`config.mk`:
```
export PLATFORM = sky130hd
export DESIGN_NAME = disk_request_scheduler_top
export DESIGN_NICKNAME = d
export VERILOG_FILES = /design/src/rtl/drs_pkg.sv /design/src/rtl/drs_ctrl.sv /design/src/rtl/drs_datapath.sv /design/src/rtl/disk_request_scheduler_top.sv
export SDC_FILE = /design/constraint.sdc
export NUM_CORES = 1
export LEC_CHECK = 0
export BUFFER_PORTS_ARGS = -buffer_cell sky130_fd_sc_hd__buf_2
export CORE_MARGIN = 5
export CORE_UTILIZATION = 44
export DETAILED_ROUTE_END_ITERATION = 8
export HOLD_SLACK_MARGIN = 0.15
export SYNTH_ARGS = -nofsm -noshare
export SYNTH_HDL_FRONTEND = slang
export SYNTH_HIERARCHICAL = 1
export SYNTH_SLANG_ARGS = --single-unit
```
`constraint.sdc`:
```
create_clock -name i_clk -period 5.4 [get_ports i_clk]
set_input_delay 1.08 -clock i_clk [delete_from_list [all_inputs] [get_ports i_clk]]
set_output_delay 1.08 -clock i_clk [all_outputs]
set_load 0.05 [all_outputs]
```
`src/rtl/drs_pkg.sv`:
```
package drs_pkg;

    localparam int MAX_REQUESTS_DEF = 32;
    localparam int TRK_W            = 16;
    localparam int MODE_W           = 2;

    localparam logic [MODE_W-1:0] MODE_FCFS = 2'd0;
    localparam logic [MODE_W-1:0] MODE_SSTF = 2'd1;
    localparam logic [MODE_W-1:0] MODE_DOWN = 2'd2;
    localparam logic [MODE_W-1:0] MODE_WRAP = 2'd3;

    localparam logic CMD_ADD = 1'b0;
    localparam logic CMD_RUN = 1'b1;

    localparam logic CFG_MODE = 1'b0;
    localparam logic CFG_HEAD = 1'b1;

    typedef struct packed {
        logic load;
        logic run_head;
        logic scan_start;
        logic emit_best;
        logic finish;
    } t_dp_cmd;

    typedef struct packed {
        logic scan_done;
        logic more;
    } t_dp_sts;

    typedef enum logic [3:0] {
        ST_IDLE = 4'b0001,
        ST_EMIT = 4'b0010,
        ST_SCAN = 4'b0100,
        ST_LOAD = 4'b1000
    } t_state;

endpackage

```
`src/rtl/drs_ctrl.sv`:
```
module drs_ctrl (
    input  logic            i_clk,
    input  logic            i_rst_n,
    input  logic            i_s_tvalid,
    input  logic            i_command,
    input  logic            i_m_tready,
    input  drs_pkg::t_dp_sts i_sts,
    output logic            o_s_tready,
    output logic            o_m_tvalid,
    output drs_pkg::t_dp_cmd o_cmd
);
    import drs_pkg::*;

    t_state r_state, n_state;

    always_ff @(posedge i_clk) begin
        if (!i_rst_n) begin
            r_state <= ST_IDLE;
        end else begin
            r_state <= n_state;
        end
    end

    always_comb begin
        n_state = r_state;
        o_cmd   = '0;
        unique case (r_state)
            ST_IDLE: begin
                if (i_s_tvalid) begin
                    if (i_command == CMD_RUN) begin
                        o_cmd.run_head = 1'b1;
                        n_state        = ST_EMIT;
                    end else begin
                        o_cmd.load = 1'b1;
                    end
                end
            end
            ST_EMIT: begin
                if (i_m_tready) begin
                    if (i_sts.more) begin
                        o_cmd.scan_start = 1'b1;
                        n_state          = ST_SCAN;
                    end else begin
                        o_cmd.finish = 1'b1;
                        n_state      = ST_IDLE;
                    end
                end
            end
            ST_SCAN: begin
                if (i_sts.scan_done) begin
                    n_state = ST_LOAD;
                end
            end
            ST_LOAD: begin
                o_cmd.emit_best = 1'b1;
                n_state         = ST_EMIT;
            end
            default: n_state = ST_IDLE;
        endcase
    end

    assign o_s_tready = (r_state == ST_IDLE);
    assign o_m_tvalid = (r_state == ST_EMIT);

    a_stall_hold: assert property (@(posedge i_clk) disable iff (!i_rst_n)
        (r_state == ST_EMIT && !i_m_tready) |=> (r_state == ST_EMIT))
        else $error("result dropped while stalled");
    a_no_accept_busy: assert property (@(posedge i_clk) disable iff (!i_rst_n)
        (o_m_tvalid || r_state == ST_SCAN) |-> !o_s_tready)
        else $error("input accepted while busy");
    a_load_emit: assert property (@(posedge i_clk) disable iff (!i_rst_n)
        (r_state == ST_LOAD) |=> (r_state == ST_EMIT))
        else $error("best not emitted");

endmodule

```
`src/rtl/drs_datapath.sv`:
```
module drs_datapath #(
    parameter int MAX_REQUESTS = drs_pkg::MAX_REQUESTS_DEF
) (
    input  logic                       i_clk,
    input  logic                       i_rst_n,
    input  drs_pkg::t_dp_cmd           i_cmd,
    input  logic [drs_pkg::TRK_W-1:0]  i_track,
    input  logic [drs_pkg::MODE_W-1:0] i_mode,
    input  logic [drs_pkg::TRK_W-1:0]  i_head,
    output drs_pkg::t_dp_sts           o_sts,
    output logic [drs_pkg::TRK_W-1:0]  o_served_track,
    output logic                       o_is_last,
    output logic                       o_overflowed
);
    import drs_pkg::*;

    localparam int CW = $clog2(MAX_REQUESTS + 1);
    localparam int AW = (MAX_REQUESTS > 1) ? $clog2(MAX_REQUESTS) : 1;

    logic [TRK_W-1:0]        mem [MAX_REQUESTS];
    logic [CW-1:0]           r_cnt;
    logic [CW-1:0]           r_done;
    logic                    r_ovf;
    logic [MAX_REQUESTS-1:0] r_mask;
    logic [AW-1:0]           r_addr;
    logic                    r_issue;
    logic                    r_vld;
    logic                    r_rlast;
    logic [AW-1:0]           r_ridx;
    logic [TRK_W-1:0]        r_rdata;
    logic                    r_found;
    logic [TRK_W:0]          r_best_key;
    logic [AW-1:0]           r_best_idx;
    logic [TRK_W-1:0]        r_best_trk;
    logic [TRK_W-1:0]        r_cur;
    logic [TRK_W-1:0]        r_out_trk;
    logic                    r_out_last;
    logic                    r_out_ovf;

    logic [TRK_W:0]   key;
    logic [TRK_W-1:0] seek_gap;
    logic             below;
    logic             issue_last;
    logic             take;

    assign below      = (r_rdata < i_head);
    assign seek_gap   = (r_cur > r_rdata) ? (r_cur - r_rdata) : (r_rdata - r_cur);
    assign issue_last = (r_addr == AW'(r_cnt - CW'(1)));
    assign take       = r_vld && !r_mask[r_ridx] && (!r_found || key < r_best_key);

    always_comb begin
        unique case (i_mode)
            MODE_FCFS: key = '0;
            MODE_SSTF: key = {1'b0, seek_gap};
            MODE_DOWN: key = below ? {1'b0, ~r_rdata} : {1'b1, r_rdata};
            MODE_WRAP: key = below ? {1'b1, r_rdata} : {1'b0, r_rdata};
            default:   key = '0;
        endcase
    end

    always_ff @(posedge i_clk) begin
        if (i_cmd.load && r_cnt < CW'(MAX_REQUESTS)) begin
            mem[AW'(r_cnt)] <= i_track;
        end
        r_rdata <= mem[r_addr];
    end

    always_ff @(posedge i_clk) begin
        if (!i_rst_n) begin
            r_cnt   <= '0;
            r_done  <= '0;
            r_ovf   <= 1'b0;
            r_mask  <= '0;
            r_issue <= 1'b0;
            r_vld   <= 1'b0;
            r_rlast <= 1'b0;
            r_found <= 1'b0;
            r_addr  <= '0;
        end else begin
            r_vld   <= r_issue;
            r_rlast <= r_issue && issue_last;
            if (i_cmd.load) begin
                if (r_cnt < CW'(MAX_REQUESTS)) begin
                    r_cnt <= r_cnt + CW'(1);
                end else begin
                    r_ovf <= 1'b1;
                end
            end
            if (i_cmd.run_head) begin
                r_done <= '0;
            end
            if (i_cmd.scan_start) begin
                r_issue <= 1'b1;
                r_addr  <= '0;
                r_found <= 1'b0;
            end else if (r_issue) begin
                if (issue_last) begin
                    r_issue <= 1'b0;
                end else begin
                    r_addr <= r_addr + AW'(1);
                end
            end
            if (take) begin
                r_found <= 1'b1;
            end
            if (i_cmd.emit_best) begin
                r_mask[r_best_idx] <= 1'b1;
                r_done             <= r_done + CW'(1);
            end
            if (i_cmd.finish) begin
                r_cnt  <= '0;
                r_done <= '0;
                r_ovf  <= 1'b0;
                r_mask <= '0;
            end
        end
    end

    always_ff @(posedge i_clk) begin
        r_ridx <= r_addr;
        if (take) begin
            r_best_key <= key;
            r_best_idx <= r_ridx;
            r_best_trk <= r_rdata;
        end
        if (i_cmd.run_head) begin
            r_cur      <= i_head;
            r_out_trk  <= i_head;
            r_out_last <= (r_cnt == '0);
            r_out_ovf  <= r_ovf;
        end
        if (i_cmd.emit_best) begin
            r_cur      <= r_best_trk;
            r_out_trk  <= r_best_trk;
            r_out_last <= (r_done + CW'(1) == r_cnt);
            r_out_ovf  <= r_ovf;
        end
    end

    assign o_sts.scan_done = r_rlast;
    assign o_sts.more      = (r_done != r_cnt);
    assign o_served_track  = r_out_trk;
    assign o_is_last       = r_out_last;
    assign o_overflowed    = r_out_ovf;

    a_scan_nonempty: assert property (@(posedge i_clk) disable iff (!i_rst_n)
        r_issue |-> (r_cnt != '0))
        else $error("scan over empty store");
    a_done_bound: assert property (@(posedge i_clk) disable iff (!i_rst_n)
        r_done <= r_cnt)
        else $error("emitted more than stored");
    a_best_found: assert property (@(posedge i_clk) disable iff (!i_rst_n)
        i_cmd.emit_best |-> r_found)
        else $error("emit without a candidate");

endmodule

```
`src/rtl/disk_request_scheduler_top.sv`:
```
// Disk request scheduler.
// Slave stream: tuser carries the command (0 add, 1 run), tdata the track.
// An add transaction stores one track request; once the store holds
// MAX_REQUESTS entries further adds are dropped and flagged.
// A run transaction emits the service order on the master stream: first the
// head position, then every stored request once. tdata is the track, tlast
// marks the final track, tuser reports dropped requests since the last run.
// Order follows policy_mode (APB register 0 at address 0): first-come,
// shortest seek, down-then-up sweep, up-then-wrap sweep. head_position is
// APB register 1 at address 4.
// Each track after the head is chosen by a scan of the store through its
// single read port, which reads every stored request once per track.
// No input is taken while a run is being emitted. A stalled receiver holds
// the current result and pauses the run. Reset empties the store, clears
// the overflow flag and sets both registers to zero.
module disk_request_scheduler_top #(
    parameter int MAX_REQUESTS = drs_pkg::MAX_REQUESTS_DEF
) (
    input  logic        i_clk,
    input  logic        i_rst_n,
    input  logic        s_tvalid,
    output logic        s_tready,
    input  logic [15:0] s_tdata,   // [15:0] request_track
    input  logic        s_tuser,   // [0] command
    output logic        m_tvalid,
    input  logic        m_tready,
    output logic [15:0] m_tdata,   // [15:0] served_track
    output logic        m_tlast,
    output logic        m_tuser,   // [0] overflowed
    input  logic        psel,
    input  logic        penable,
    input  logic        pwrite,
    input  logic [2:0]  paddr,
    input  logic [31:0] pwdata,
    output logic [31:0] prdata,
    output logic        pready
);
    import drs_pkg::*;

    logic [MODE_W-1:0] r_mode;
    logic [TRK_W-1:0]  r_head;
    logic              wr_en;
    t_dp_cmd           cmd;
    t_dp_sts           sts;

    assign pready = 1'b1;
    assign wr_en  = psel && penable && pwrite && (paddr[1:0] == 2'b00);

    always_ff @(posedge i_clk) begin
        if (!i_rst_n) begin
            r_mode <= '0;
            r_head <= '0;
        end else if (wr_en) begin
            unique case (paddr[2])
                CFG_MODE: r_mode <= pwdata[MODE_W-1:0];
                CFG_HEAD: r_head <= pwdata[TRK_W-1:0];
                default:  r_mode <= r_mode;
            endcase
        end
    end

    always_comb begin
        prdata = '0;
        if (paddr[1:0] == 2'b00) begin
            unique case (paddr[2])
                CFG_MODE: prdata = {{(32-MODE_W){1'b0}}, r_mode};
                CFG_HEAD: prdata = {{(32-TRK_W){1'b0}}, r_head};
                default:  prdata = '0;
            endcase
        end
    end

    drs_ctrl u_ctrl (
        .i_clk      (i_clk),
        .i_rst_n    (i_rst_n),
        .i_s_tvalid (s_tvalid),
        .i_command  (s_tuser),
        .i_m_tready (m_tready),
        .i_sts      (sts),
        .o_s_tready (s_tready),
        .o_m_tvalid (m_tvalid),
        .o_cmd      (cmd)
    );

    drs_datapath #(
        .MAX_REQUESTS (MAX_REQUESTS)
    ) u_dp (
        .i_clk          (i_clk),
        .i_rst_n        (i_rst_n),
        .i_cmd          (cmd),
        .i_track        (s_tdata),
        .i_mode         (r_mode),
        .i_head         (r_head),
        .o_sts          (sts),
        .o_served_track (m_tdata),
        .o_is_last      (m_tlast),
        .o_overflowed   (m_tuser)
    );

endmodule
```
**Word-level counts from Yosys, hierarchy flattened**

Memories as Yosys holds them, arrays and structs flattened. A register that Yosys moved wholly into a read port is not among the register bits.
Cells that the tools add are included.

- Memories: 1
- Input bits: 59
- RAM bits: 512
- Word-level logic and storage cells: 119
- Output and inout bits: 53
- Flip-flop bits (word level): 137

- Muxes and demuxes: 42
- Order comparisons: 7
- Reductions and logical operators: 24
- Equal/unequal tests: 14
- Bitwise logic cells: 6
- Add/sub/neg operators: 6

Memory list:

| name | words | width | rd ports | clocked after memory_dff | write ports | line | text |
|---|---|---|---|---|---|---|---|
| u_dp.mem | 32 | 16 | 1 | 1 | 1 | drs_datapath.sv:20 | `logic [TRK_W-1:0] mem [MAX_REQUESTS];` |

Operator list:

| operator | number |
|---|---|
| 17-bit one-hot mux with 4 select lines | 1 |
| 32-bit one-hot mux with 2 select lines | 1 |
| 16-bit two-way mux | 3 |
| 17-bit two-way mux | 2 |
| 32-bit two-way mux | 1 |
| 32-bit bitwise OR | 1 |
| 16-bit subtractor | 2 |
| 1-bit two-way mux | 22 |
| 17-bit less-than comparator | 1 |
| 16-bit greater-than comparator | 1 |
| 16-bit less-than comparator | 1 |
| 4-bit two-way mux | 4 |
| 16-bit NOT | 1 |
| 4-bit one-hot mux with 4 select lines | 1 |
| 6-bit by 1-bit adder with 6-bit output, second input constant | 2 |
| 5-bit by 6-bit less-than comparator with 1-bit output, second input constant | 2 |
| 6-bit two-way mux | 2 |
| 2-bit AND reduction | 5 |
| 1-bit logical AND | 8 |
| 6-bit == test | 1 |
| 6-bit logical NOT | 1 |
| 6-bit less-than comparator, second input constant | 1 |
| 2-bit by 1-bit != test with 1-bit output, second input constant | 3 |
| 6-bit != test | 1 |
| other kinds (22) | 31 |

**Longest topological paths before layout**

- Depth in word-level cells: 7
- Mapped depth: 23

**Hierarchy**

Netlist, hierarchy kept.

By module, submodules not included:

| module | area an instance (sq um) | times used | cells each |
|---|---|---|---|
| drs_datapath | 27108.5 | 1 | 1584 |
| disk_request_scheduler_top | 1054.8 | 1 | 118 |
| drs_ctrl | 281.5 | 1 | 35 |

**Worst setup path after synthesis**

Ideal clock, no wire load.

- Path kind: flip-flop to flip-flop
- From: register, netlist name u_dp/o_served_track[10]
- To: register u_dp.r_best_idx[0], enable pin
- Arrival: 5563 ps
- Cell stages (with the launch flop): 20
- Path buffers: 3
- Library setup time: 431 ps
- Data required time: 4969 ps
- Setup slack: -594 ps
- Cells stage by stage: edfxtp_1 > inv_1 > ha_1 > buf_6 > nand2_1 > o21ai_0 > a221oi_1 > a21oi_2 > buf_4 > buf_4 > a211oi_1 > o32ai_1 > ha_1 > a21o_1 > a211oi_1 > nor2_1 > nor2_1 > o21ai_0 > a211o_1 > o32ai_2

RTL lines:

| what | line | text |
|---|---|---|
| end signal: assignment | drs_datapath.sv:123 | `r_best_idx <= r_ridx;` |
| end: declaration | drs_datapath.sv:33 | `logic [AW-1:0] r_best_idx;` |

==> impl_metrics.toml <==
[placement]
gp_congestion = 0.834
dp_hpwl_um = 41000
dp_worst_setup_slack_ps = 266
io_buffer_count = 78

[power]
power.density_nw_per_um2 = 337
ir_worst_vdd_v = 0.000243
p_leak_nw = 10.8

[synthesis]
async_reset_ff_share_pct = 0
synth_cell_type_count = 73
postSynthCellCount = 1737
avgSynthCellArea_sq_um = 16.4
ys_ff_latch = 665
synth_top_family_by_area = "multiplexers"
synth_compound_area_share_pct = 4.23
ys.flop_type = "edfxtp_1"
synth_edf_count = 568
synth_top_area_cell = "edfxtp_1"
yosysMostFrequentCell = "edfxtp_1"
yosys.area_share.simple_pct = 5.84
synthTopCellsByCount = "568 x edfxtp_1, 162 x mux4_2, 119 x nor2_1"
synth_mux_area_share_pct = 15.5
synth_area_leaders = "edfxtp_1 60%, mux4_2 13%, dfxtp_1 6.8%"
yosysSeqAreaShare_pct = 66.8
yosys.area_share.adder_pct = 3.13
synth-xor-area-share_pct = 1.51
ys_warn_count = 6
yosysTopAreaCellShare_pct = 60.0
syn-cell-area_sq_um = 28400

[grt]
antenna_found_initial = 6
grt_pass1_wl_um = 98200
track_usage_pct = 18.6
overflow = 0
grt_pass1_vias = 15500
grt_max_degree = 93

[critical_path]
timing.rr.start = "u_dp/o_served_track[0]"
cpPeakStageDelay_ps = 410
crit_type = "reg2reg"
critPathBufInv = 3
crit_slowest_cell = "edfxtp_1"
path_cells = "inv_1 -> ha_1 -> inv_1 -> fa_1 -> a211oi_1 -> o211ai_1 -> nand3_1 -> a21o_1 -> mux2_2 -> o311ai_2 -> xnor2_1 -> o21ai_1 -> ha_1 -> nand4_1 -> nor2_1 -> and4_1 -> nand2_1 -> o211ai_1 -> o32ai_4 -> buf_12 -> a22o_1"
r2r_cells = 21
r2r_setup_slack_ps = 250
arrival_ps = 5640
crit_cells = 21
cp_top_family = "compound AO/OA/AOI/OAI gates"
critPathCaptureType = "flop"
r2r-end = "u_dp/r_found"
crit_required_ps = 5890
path_max_fanout = 26
start_kind = "flop"

[clock_network]
postCtsHoldBufs = 0
cts_setup_buffers = 0
cts_buffers = 71
cts.sinks = 665
clock-root-buffer = "clkbuf_16"
htreeDepth = 3
cts_tree = "done"
cts_buffer_depth = 3
clkLatencyLatePin_ps = 600
cts_resized = 0
clk_transition_reported_paths_ps = 60

[min_path]
min_to = "u_dp/o_overflowed"
whs_path_depth = 0
hold_start = "u_dp/r_ovf"
hp-class = "reg2reg"

[detailed_routing]
dr.pass1.iters = 5
viasPerCell = 5.49
post-route-drc-count = 0
wirelength_um = 65200
ant_nets = 0
drt_iter0_drc = 1160
vias = 15300
routedWlPerCell_um = 23.5

[cells_and_area]
syn_to_final_growth_pct = 13.5
nets = 1993
fillers = 5370
post_route_cells_drive_above_1_share_pct = 25.0

[sta]
setup_viol = 0
max_freq_mhz = 194
rsz0062_at_grt = "no"
relSlewSlack_pct = 20.6
layout_setup_ws_ps = 249
skew_ps = 13.0
drv_slew = 0
fin_crit_ps = 5150
layout_worst_path_cycle_share_pct = 95.4
fin_setup_tns_ps = 0
tightestPinTransition_ps = 1190
finalHoldViolCount = 0

[status]
status = "completed"

[die]
io_pins = 112
rows = 93
die-height_um = 264
dieArea_sq_um = 69800
start_util_pct = 44.3
die_w_um = 264
coreArea_sq_um = 64200

[job]
cap_violations = 0
-- placed cells by master, fill, tap and decap left out, types with 4 or more instances in the layout --
cell / instances
edfxtp_1: 568
mux4_2: 162
nand2_1: 105
dfxtp_1: 93
nor2_1: 87
buf_2: 78
inv_1: 77
clkbuf_16: 73
a21oi_1: 73
ha_1: 68
buf_4: 62
o21ai_0: 42
nor2_2: 33
xnor2_1: 31
mux2i_1: 30
mux2_2: 25
nor3_1: 22
clkbuf_1: 20
and2_1: 19
xor2_1: 18
nand3_1: 18
conb_1: 17
clkinv_1: 14
a21o_1: 14
nand4_1: 10
clkinv_2: 8
clkbuf_8: 8
nor2b_1: 8
and3_1: 8
nand2b_1: 8
a211oi_1: 8
o211ai_1: 8
o21a_1: 7
mux4_1: 7
o22ai_1: 7
nor3b_1: 7
or3_1: 4
buf_12: 4
-- how the worst max path moves through the flow --
| stage | startpoint | to | slack, ps |
|---|---|---|---|
| after floorplan | u_dp/o_served_track[10] | u_dp/r_best_idx[0] | 20 |
| after global placement | u_dp/o_served_track[11] | u_dp/r_found | 290 |
| after detailed placement | u_dp/o_served_track[11] | u_dp/r_found | 270 |
| after CTS | u_dp/o_served_track[11] | u_dp/r_found | 260 |
| after global routing | u_dp/o_served_track[0] | u_dp/r_best_idx[1] | 5 |
| final | u_dp/o_served_track[0] | u_dp/r_found | 250 |
-- sequential cells by signal, indices dropped and copies added (netlist names), 2 cells and up --
register	count
r_head	16
r_mode	2
u_ctrl/r_state	4
u_dp/mem	512
u_dp/o_served_track	16
u_dp/r_addr	5
u_dp/r_best_idx	5
u_dp/r_best_key	17
u_dp/r_best_trk	16
u_dp/r_cnt	6
u_dp/r_done	6
u_dp/r_mask	32
u_dp/r_rdata	16
u_dp/r_ridx	5
-- worst register-to-register path: cells and delay by family, from the launching register on --
family	cells	cell delay (ps)
buf+inv	3	330
mux	1	400
xor+xnor	1	200
compound gates	8	1940
flops	1	410
simple gates	5	880
fa+ha+maj	3	890
-- report_power, final --
group	switching [mW]	leakage (nW)	total (mW)	internal (mW)
registers	0.0385	5.93	5.65	5.61
logic	0.441	3.77	0.672	0.230
clock network	1.94	1.08	4.56	2.62
total	2.42	10.8	10.9	8.46
-- routing by layer --
metal,track usage (%),vias to the layer above,part of all wire (%)
met3,3.24,105,4.6
met2,31.3,339,50
met5,0,-,0.052
li1,-,6956,-
met1,25.3,7853,43
met4,4.80,6,2.5
-- area by class of cell --
cell class	count	area [sq um]	share of cell area (%)
clock buffers	102	2020	6.26
flip-flops and latches	665	19000	58.9
multi-input cells	905	8770	27.2
repair buffers	144	936	2.90
clock inverters	28	183	0.566
well taps	855	1070	3.31
inverters	77	289	0.896
diodes	1	2.50	0.00775
-- stage by stage --
stage / cell area, sq um / hold slack (ps) / utilization (%) / power [mW] / std cells
after global placement: 30100 / 430 / 46.8 / 6.42 / 2646
after detailed placement: 30100 / 430 / 46.8 / 6.43 / 2646
after floorplan: 28500 / 329 / - / 6.19 / 1752
after global routing: 32300 / 459 / 50.2 / 11.3 / 2776
after CTS: 32300 / 446 / 50.2 / 11.0 / 2776
final: 32300 / 444 / 50.2 / 10.9 / 2777
-- logic make-up (layout without fill, tap and decap cells) --
family	count (synthesis)	in the layout
other cells	2	18
fa+ha+maj	70	70
simple gates	351	351
xor+xnor	49	49
buf+inv	182	351
flops	665	665
compound gates	194	194
mux	224	224
Power figures use the tool's default switching activity.
